File: config.mk
export PLATFORM = sky130hd
export DESIGN_NAME = bgc_ctrl
export DESIGN_NICKNAME = d
export VERILOG_FILES = /design/src/rtl/core/bgc_pkg.sv /design/src/rtl/core/bgc_ctrl.sv
export SDC_FILE = /design/constraint.sdc
export NUM_CORES = 1
export LEC_CHECK = 0
export CAP_MARGIN = 10
export CORE_AREA = 2 2 39 41
export DETAILED_ROUTE_END_ITERATION = 16
export DIE_AREA = 0 0 41 43
export DONT_BUFFER_PORTS = 1
export PLACE_DENSITY = 0.65
export SLEW_MARGIN = 40
export SYNTH_ARGS = -nofsm -noshare
export SYNTH_HDL_FRONTEND = slang
export SYNTH_SLANG_ARGS = --single-unit
File: constraint.sdc
create_clock -name clk -period 1.9 [get_ports clk]
set_clock_uncertainty 0.05 [all_clocks]
set_input_delay 0.19 -clock clk [delete_from_list [all_inputs] [get_ports clk]]
set_output_delay 0.19 -clock clk [all_outputs]
set_load 0.03 [all_outputs]
File: src/rtl/core/bgc_pkg.sv
package bgc_pkg;

  localparam int VTX_W = 8;

  // Controller commands to the datapath
  typedef struct packed {
    logic load_edge;    // validate and store the input edge
    logic clear_color;  // clear one color entry (sweep)
    logic start_vtx;    // color the current start vertex, push frame
    logic scan_req;     // read the neighbor color of the registered edge word
    logic scan_eval;    // evaluate read edge against top frame
    logic pop;          // drop top frame
    logic next_start;   // advance the start vertex
    logic finish;       // empty edge store and error flag
  } bgc_cmd_t;

  // Datapath status to the controller
  typedef struct packed {
    logic error_seen;
    logic clear_done;
    logic start_done;   // start vertex past bound
    logic start_colored;
    logic stack_empty;
    logic scan_end;     // top frame scanned every stored edge
    logic conflict;     // edge joins two same-colored vertices
  } bgc_stat_t;

endpackage

File: src/rtl/core/bgc_ctrl.sv
module bgc_ctrl
  import bgc_pkg::*;
(
  input  logic      clk,
  input  logic      rst,
  input  logic      in_valid,
  output logic      in_ready,
  input  logic      in_present,
  input  logic      in_last,
  output logic      out_valid,
  input  logic      out_ready,
  output logic      out_bip,
  output logic      out_err,
  output bgc_cmd_t  cmd,
  input  bgc_stat_t stat
);
  localparam logic [3:0] S_LOAD  = 4'd0;
  localparam logic [3:0] S_DEC   = 4'd1;
  localparam logic [3:0] S_CLEAR = 4'd2;
  localparam logic [3:0] S_START = 4'd3;
  localparam logic [3:0] S_REQ   = 4'd4;
  localparam logic [3:0] S_EVAL  = 4'd5;
  localparam logic [3:0] S_DONE  = 4'd6;
  localparam logic [3:0] S_CHK   = 4'd7;
  localparam logic [3:0] S_COL   = 4'd8;

  logic [3:0] state, state_next;
  logic       bip, bip_next;
  logic       acc;
  logic       fire;    // result register free, verdict goes out

  assign acc      = in_valid && in_ready;
  assign in_ready = (state == S_LOAD);
  assign fire     = (state == S_DONE) && (!out_valid || out_ready);

  always_comb begin
    state_next = state;
    bip_next   = bip;
    cmd        = '0;
    unique case (state)
      S_LOAD: begin
        cmd.load_edge = acc;
        if (acc && in_last) state_next = S_DEC;
      end
      S_DEC: begin
        if (stat.error_seen) begin
          bip_next   = 1'b0;
          state_next = S_DONE;
        end else begin
          state_next = S_CLEAR;
        end
      end
      S_CLEAR: begin
        cmd.clear_color = 1'b1;
        if (stat.clear_done) begin
          cmd.next_start  = 1'b0;
          state_next      = S_CHK;
        end
      end
      S_CHK: begin
        // start vertex color was read by the previous next_start, except first
        if (stat.start_done) begin
          bip_next   = 1'b1;
          state_next = S_DONE;
        end else begin
          state_next = S_START;
        end
      end
      S_START: begin
        if (stat.start_colored) begin
          cmd.next_start = 1'b1;
          state_next     = S_CHK;
        end else begin
          cmd.start_vtx = 1'b1;
          state_next    = S_REQ;
        end
      end
      S_REQ: begin
        if (stat.stack_empty) begin
          cmd.next_start = 1'b1;
          state_next     = S_CHK;
        end else if (stat.scan_end) begin
          cmd.pop    = 1'b1;
        end else begin
          state_next = S_COL;
        end
      end
      S_COL: begin
        // edge word of the top frame is registered now; fetch neighbor color
        cmd.scan_req = 1'b1;
        state_next   = S_EVAL;
      end
      S_EVAL: begin
        cmd.scan_eval = 1'b1;
        if (stat.conflict) begin
          bip_next   = 1'b0;
          state_next = S_DONE;
        end else begin
          state_next = S_REQ;
        end
      end
      S_DONE: begin
        if (fire) begin
          cmd.finish = 1'b1;
          state_next = S_LOAD;
        end
      end
      default: state_next = S_LOAD;
    endcase
  end

  always_ff @(posedge clk) begin
    if (rst) begin
      state     <= S_LOAD;
      bip       <= 1'b0;
      out_valid <= 1'b0;
      out_err   <= 1'b0;
      out_bip   <= 1'b0;
    end else begin
      state <= state_next;
      bip   <= bip_next;
      if (fire) begin
        out_valid <= 1'b1;
        out_bip   <= bip;
        out_err   <= stat.error_seen;
      end else if (out_ready) begin
        out_valid <= 1'b0;
      end
    end
  end

  a_result_once: assert property (@(posedge clk) disable iff (rst)
    fire |=> out_valid) else $error("result not raised");
  a_no_accept_walk: assert property (@(posedge clk) disable iff (rst)
    (state != S_LOAD) |-> !in_ready) else $error("accept during walk");
  a_err_result: assert property (@(posedge clk) disable iff (rst)
    (fire && stat.error_seen) |=> (out_err && !out_bip)) else $error("error result bip");
  a_hold_result: assert property (@(posedge clk) disable iff (rst)
    (out_valid && !out_ready) |=> (out_valid && $stable({out_bip, out_err})))
    else $error("waiting result changed");
endmodule

Word-level counts from Yosys, hierarchy flattened. Cells that the tools add are included.

Bits in read-only memories: 0. Bits in registers: 8. Word-level logic and storage cells: 60. Bits in writable memories: 0. Memories: 0. Input port bits: 13. Bits in latches: 0. Output and inout port bits: 12.

Multiplexer cells: 30. Add/subtract/negate cells: 0. Shifts and indexed selects: 0. Multipliers: 0. Bitwise operators: 0. Div/mod/pow operators: 0. Reductions and logical operators: 10. Equality and inequality tests: 15. Magnitude comparators: 0.

Operator list (number): case mux 4 bit (9 select lines) (1); 2-to-1 mux 4 bit (5); 2-to-1 mux 1 bit (18); == test 4 x 3 -> 1 bit (second input constant) (4); != test 2 bit (second input constant) (5); == test 4 x 2 -> 1 bit (second input constant) (2); AND reduction 4 bit (2); 2-to-1 mux 3 bit (2); == test 4 x 1 -> 1 bit (second input constant) (1); == test 4 bit (second input constant) (1); zero test 4 bit (1); 2-to-1 mux 2 bit (2); logical AND 1 bit (3); != test 3 bit (second input constant) (1); case mux 1 bit (3 select lines) (1); nonzero test 3 bit (1); != test 2 x 1 -> 1 bit (second input constant) (1); case mux 1 bit (2 select lines) (1); nonzero test 2 bit (1); zero test 1 bit (1); logical OR 1 bit (1).

Longest topological paths before layout. Gate-level depths: netlist of run 1.

Word-level depth: 5. Gate-level depth with buffers: 5. Mapped depth without buffers: 4.

Worst setup path before layout of run 1. Ideal clock, no wire load.

Path type: register to output. From: reg state[0]. To: out cmd[7] (netlist bit). Setup slack: 0.022 ns. Arrival: 1.638 ns. Path buffers: 1. Cell stages (with the launch flop): 4. Data required time: 1.660 ns. Path through: dfxtp_1 > buf_2 > nor4_2 > and2_1.

RTL lines: start, declared (RTL line bgc_ctrl.sv:27) `logic [3:0] state, state_next;`; start signal, assigned (RTL line bgc_ctrl.sv:120) `state <= state_next;`; end, declared (RTL line bgc_ctrl.sv:14) `output bgc_cmd_t cmd,`.

==> metrics.yaml, run 1 <==
sta:
  rsz0062_at_grt: "false"
  worst_slew_pin_slew_ps: 443.4
  hold_viol_final: 0
  relSlewSlack_pct: 70.40
  fmax_mhz: 567.4
  period_share_pct: 92.77
  drv_slew: 0
  fin_crit_ps: 1763
  tns_ps: 0
  setup_viol: 0
route:
  drc_errors: 0
  viasPerCell: 5.840
  route.vias.total: 549
  drt_wl_total_um: 1300
  drtIter0Drc: 4
  ant_nets: 0
  wire_per_inst_um: 13.83
  first_pass_iters: 4
clocking:
  cts-buffers-inserted: 3
  cts-root-buf: "clkbuf_4"
  cts_sinks: 8
  clk_latency_ps: 260
  cts_setup_buffers: 0
  path_clk_slew_ps: 60
  htreeDepth: 1
  cts_buffer_depth: 2
  cts_tree: "built"
synth:
  seq_area_frac_synth_pct: 27.35
  syn-num-nets: 83
  synth_area_um2: 585.6
  synth_cell_type_count: 38
  avgSynthCellArea_um2: 8.365
  synth_seq_cells: 8
  syn-instance-count: 70
  yosys_warnings: 0
final_layout:
  fin_cells: 94
  syn_to_final_growth_pct: 15.38
  finalInstanceArea_um2: 675.6
  fill_cells: 135
  fin_nets: 93
  antennaDiodeCount: 0
  final_util_pct: 48.82
  layout-drive-gt1-share_pct: 28.21
place:
  gp_congestion: 0.7989
  port_buffers: 0
  place_inst: 88
  post-dp-hpwl_um: 901.5
  place_area_um2: 621.8
hold_path:
  hold_start: "stat[6]"
  whs_path_depth: 2
  holdCritPathClass: "input pin to flop"
  min_to: "out_err$_SDFFE_PP0P_"
setup_path:
  rr_worst_depth: 4
  reg2reg_from: "state[2]$_SDFFE_PP0P_"
  crit_arrival_ps: 1520
  start_kind: "flop"
  cp.required_ps: 1660
  reg2reg_slack_ps: 290
  worstSetupEndpointType: "output port"
  worstSetupPathType: "flop to output port"
  r2r-end: "state[3]$_SDFFE_PP0P_"
  worst-path-max-fanout: 13
pwr:
  power_density_nw_per_um2: 1605
  power_leakage_nw: 0.2743
  total_power_mw: 1.085
  max-vdd-ir-drop_mv: 0.8868
floorplanning:
  dieWidth_um: 41
  start_util_pct: 42.31
  ios: 25
  num_rows: 14
  core-area_um2: 1384
  die_h_um: 43
  die_area_um2: 1763
outcome:
  outcome: "finished, final reports clean"
flow_run:
  maxCapViolCount: 0
grt:
  grt_pass1_vias: 476
  grt_first_pass_wirelength_um: 1980
  grt_overflow: 0
  grt_max_degree: 17
  grt_usage_pct: 17.45
  antenna_found_initial: 0
==> power breakdown <==
| group | switching, mW | leakage, nW | total (mW) | internal [mW] |
|---|---|---|---|---|
| logic | 0.327 | 0.195 | 0.622 | 0.295 |
| registers | 0.122 | 0.0655 | 0.329 | 0.208 |
| clock network | 0.0606 | 0.0138 | 0.133 | 0.0725 |
==> registers in the layout, indices dropped and copies added (netlist names) <==
name,flops
bip,1
out_bip,1
out_err,1
out_valid,1
state,4
==> what timing repair did <==
| action | CTS | global route |
|---|---|---|
| endpoints found under the setup margin | 0 | 3 |
| hold buffers | 3 | 0 |
| endpoints found under the hold margin | 7 | 0 |
| gates resized for setup | 0 | 1 |
==> how the worst max path moves through the flow <==
stage                          start                    end  depth (start not counted)
2_1_floorplan  state[0]$_SDFFE_PP0P_                 cmd[7]                          3
3_3_place_gp   state[2]$_SDFFE_PP0P_  state[2]$_SDFFE_PP0P_                          4
3_5_place_dp   state[2]$_SDFFE_PP0P_  state[0]$_SDFFE_PP0P_                          4
4_1_cts        state[2]$_SDFFE_PP0P_                 cmd[1]                          3
5_1_grt        state[0]$_SDFFE_PP0P_                 cmd[7]                          3
6_report       state[0]$_SDFFE_PP0P_                 cmd[7]                          3
==> through the flow <==
| stage | hold WS (ps) | worst slack [ps] |
|---|---|---|
| finish | 36.73 | 137.5 |
| global route | 33.91 | 37.12 |
| global placement | 208.3 | 298.6 |
| floorplan | 215.5 | 22.33 |
| detailed placement | 206.6 | 286.4 |
| CTS | 29.13 | 77.42 |
==> cell usage in the layout, fill, tap and decap left out, types with 2 or more instances in the layout <==
cell type	count
nor4_1	2
mux2i_1	3
a21oi_1	2
clkbuf_4	3
a31oi_1	2
a211oi_1	2
dfxtp_1	7
nand2_1	4
nand2b_1	2
buf_4	8
dlygate4sd3_1	3
nor2_1	7
nor3_1	2
o21ai_0	3
inv_1	4
o32a_1	2
==> critical path: stages (launching register included) <==
cell and delay (ps):
dfxtp_1 430, nor4_2 480, and2_1 200, buf_4 160
==> Yosys cell counts (all sizes together) <==
cell type	n	area share [%]
a211oi	3	4.7
mux2i	3	5.1
nor2	7	4.5
nor3	2	1.7
nand3	1	0.85
buf	5	6.2
nand2b	3	3.6
a21o	1	1.5
a311oi	1	1.5
a31oi	2	2.1
and2	1	1.1
nand4b	1	1.5
o21ba	1	1.7
o21ai	3	2.6
nand4bb	2	4.7
or2b	1	1.5
and3	2	3.0
o32a	2	3.4
a21oi	2	1.7
nor3b	2	3.4
inv	4	2.6
nor2b	1	1.1
dfxtp	8	27
and2b	1	1.3
clkbuf	1	1.3
or2	1	1.1
nor4	3	4.3
nand2	5	3.6
o22ai	1	1.1
==> layout make-up <==
class | count | area (µm²) | share of cell area (%)
flip-flops and latches | 8 | 161.4 | 23.89
repair buffers | 11 | 90.09 | 13.33
well taps | 16 | 20.02 | 2.963
multi-input cells | 52 | 366.6 | 54.26
clock buffers | 3 | 22.52 | 3.333
inverters | 4 | 15.01 | 2.222
==> cell families after synthesis <==
group                  count (synthesis)  share of synthesized area (%)
and+or+nand+nor                       33                          37.18
AOI/OAI and AO/OA                     16                          20.30
buffers and inverters                 10                          10.04
DFF                                    8                          27.35
muxes                                  3                          5.128
==> metal layers <==
metal	up-vias	global-route usage [%]	part of all wire (%)
met3	5	8.901	10
met5	-	0	0
li1	270	-	-
met1	249	19.87	41
met2	25	25.00	47
met4	0	10.00	1.8
Power figures use the tool's default switching activity.
==> run 2: changes to the inputs <==
==> constraint.sdc (replaced) <==
create_clock -name clk -period 2.2 [get_ports clk]
set_clock_uncertainty 0.05 [all_clocks]
set_input_delay 0.22 -clock clk [delete_from_list [all_inputs] [get_ports clk]]
set_output_delay 0.22 -clock clk [all_outputs]
set_load 0.02 [all_outputs]
==> metrics.yaml, run 2 (synthesis gave the netlist of run 1 again) <==
pwr:
  p_int_mw: 0.4666  # -19%
  power_leakage_nw: 0.2473  # -9.9%
  max-vdd-ir-drop_mv: 0.6728  # -24%
  pwr-share-clk_pct: 13.4  # +1.1 points
  combinationalPowerShare_pct: 53.3  # -4.1 points
  switching_share_pct: 44.80  # -2.1 points
  power_density_nw_per_um2: 1327  # -17%
  switching_power_mw: 0.3787  # -26%
  power_frac_seq_pct: 33.2  # +2.9 points
route:
  first_pass_iters: 4  # unchanged
  wire_per_inst_um: 13.39  # -3.2%
  route.vias.total: 507  # -7.7%
  drc_errors: 0  # unchanged
  viasPerCell: 5.697  # -2.5%
  drt_wl_total_um: 1192  # -8.3%
  drtIter0Drc: 7  # +3
  ant_nets: 0  # unchanged
sta:
  holdWs_ps: 63.32  # +26.60 ps
  hold_viol_final: 0  # unchanged
  relSlewSlack_pct: 56.28  # -14 points
  fin_crit_ps: 1821
  drv_slew: 0  # unchanged
  period_share_pct: 82.76
  worst_slew_pin_slew_ps: 650.8  # +207.4 ps
  rsz0062_at_grt: "false"
  fmax_mhz: 549.2
  layout_setup_ws_ps: 379.3  # +241.8 ps
  setup_viol: 0  # unchanged
  tns_ps: 0  # unchanged
setup_path:
  rr_worst_depth: 4  # unchanged
  cp.required_ps: 1930  # +270 ps
  worstSetupPathType: "flop to output port"
  start_kind: "flop"
  worst-path-max-fanout: 16  # +3
  crit_arrival_ps: 1550  # +30 ps
  worstSetupEndpointType: "output port"
clocking:
  path_clk_slew_ps: 50  # about the same
  cts-buffers-inserted: 3  # unchanged
  cts_resized: 0  # unchanged
  clk_latency_ps: 260  # about the same
  cts_setup_buffers: 0  # unchanged
  htreeDepth: 1  # unchanged
  cts_sinks: 8  # unchanged
  cts_tree: "built"
  cts_buffer_depth: 2  # unchanged
  cts_hold_buf: 3  # unchanged
  cts-root-buf: "clkbuf_4"
grt:
  grt_overflow: 0  # unchanged
  grt_max_degree: 17  # unchanged
  grt_usage_pct: 16.06  # -1.4 points
  antenna_found_initial: 0  # unchanged
  grt_first_pass_wirelength_um: 1911  # -3.5%
  grt_pass1_vias: 467  # -1.9%
final_layout:
  fill_cells: 135  # unchanged
  regArea_um2: 160.2  # -0.78%
  syn_to_final_growth_pct: 8.761
  final_common_cell: "dfxtp_1"
  multi_input_area_um2: 366.6  # unchanged
  antennaDiodeCount: 0  # unchanged
  mostFrequentLayoutCells: "dfxtp_1 (8), nor2_1 (7), inv_1 (4), nand2_1 (4)"
  fin_cells: 89  # -5.3%
  largest_reg_flops: 4  # unchanged
  final_util_pct: 46.02  # -2.8 points
  fin_nets: 88  # -5.4%
  layout-drive-gt1-share_pct: 21.92  # -6.3 points
  largest_register: "state"
place:
  gp_congestion: 0.7787  # -2.5%
  port_buffers: 0  # unchanged
  pre_cts_ws_ps: 590.3  # +303.8 ps
  post-dp-hpwl_um: 874.9  # -3.0%
  place_inst: 83  # -5.7%
floorplanning:
  die_h_um: 43  # unchanged
  die_area_um2: 1763  # unchanged
  start_util_pct: 42.31  # unchanged
  ios: 25  # unchanged
  num_rows: 14  # unchanged
  dieWidth_um: 41  # unchanged
  core-area_um2: 1384  # unchanged
outcome:
  outcome: "finished, final reports clean"
hold_path:
  holdCritPathClass: "input pin to flop"
  whs_path_depth: 2  # unchanged
flow_run:
  maxCapViolCount: 0  # unchanged
-- run 2: changes by cell type in the layout (fill, tap and decap cells not counted), sizes merged --
cell / previous run / this run
buf: 8 / 3
-- run 2: path summary, 6_finish.rpt --
path | start | endpoint | slack (ps)
worst max-delay path | state[2]$_SDFFE_PP0P_ | cmd[1] | 380
worst min-delay path | stat[6] | out_err$_SDFFE_PP0P_ | 60
worst max register to register | state[2]$_SDFFE_PP0P_ | state[3]$_SDFFE_PP0P_ | 410
worst min register to register | bip$_SDFFE_PP0P_ | bip$_SDFFE_PP0P_ | 470
-- run 2: per-layer routing --
metal	wire [µm]	vias up	track usage, %
met5	0	-	0
met4	0	0	4.000
met3	111	0	8.377
met2	534	22	24.38
met1	546	226	19.29
li1	-	259	-
-- run 2: through the flow --
step | total power [mW] | cell area (µm²)
3_5_place_dp | 0.7293 | 584.3
4_1_cts | 0.8538 | 636.9
6_report | 0.8454 | 636.9
3_3_place_gp | 0.7278 | 584.3
2_1_floorplan | 0.6717 | 585.6
5_1_grt | 0.9202 | 636.9
-- run 2: final cells by class --
cell class,instances,share of cell area (%)
multi-input cells,52,57.56
repair buffers,6,8.251
clock buffers,3,3.536
flip-flops and latches,8,25.15
well taps,16,3.143
inverters,4,2.358
-- run 2: power groups by stage --
stage               clock [mW]  sequential [mW]  combinational (mW)
finish                   0.114            0.281               0.451
global route             0.125            0.295               0.501
CTS                      0.117            0.281               0.456
detailed placement           0            0.283               0.446
global placement             0            0.283               0.445
floorplan                    0            0.212               0.460
-- run 2: worst max-delay path, stage by stage (launching register included) --
cell and delay (ps):
dfxtp_1 650, nand4bb_1 160, a21oi_1 290, buf_4 200
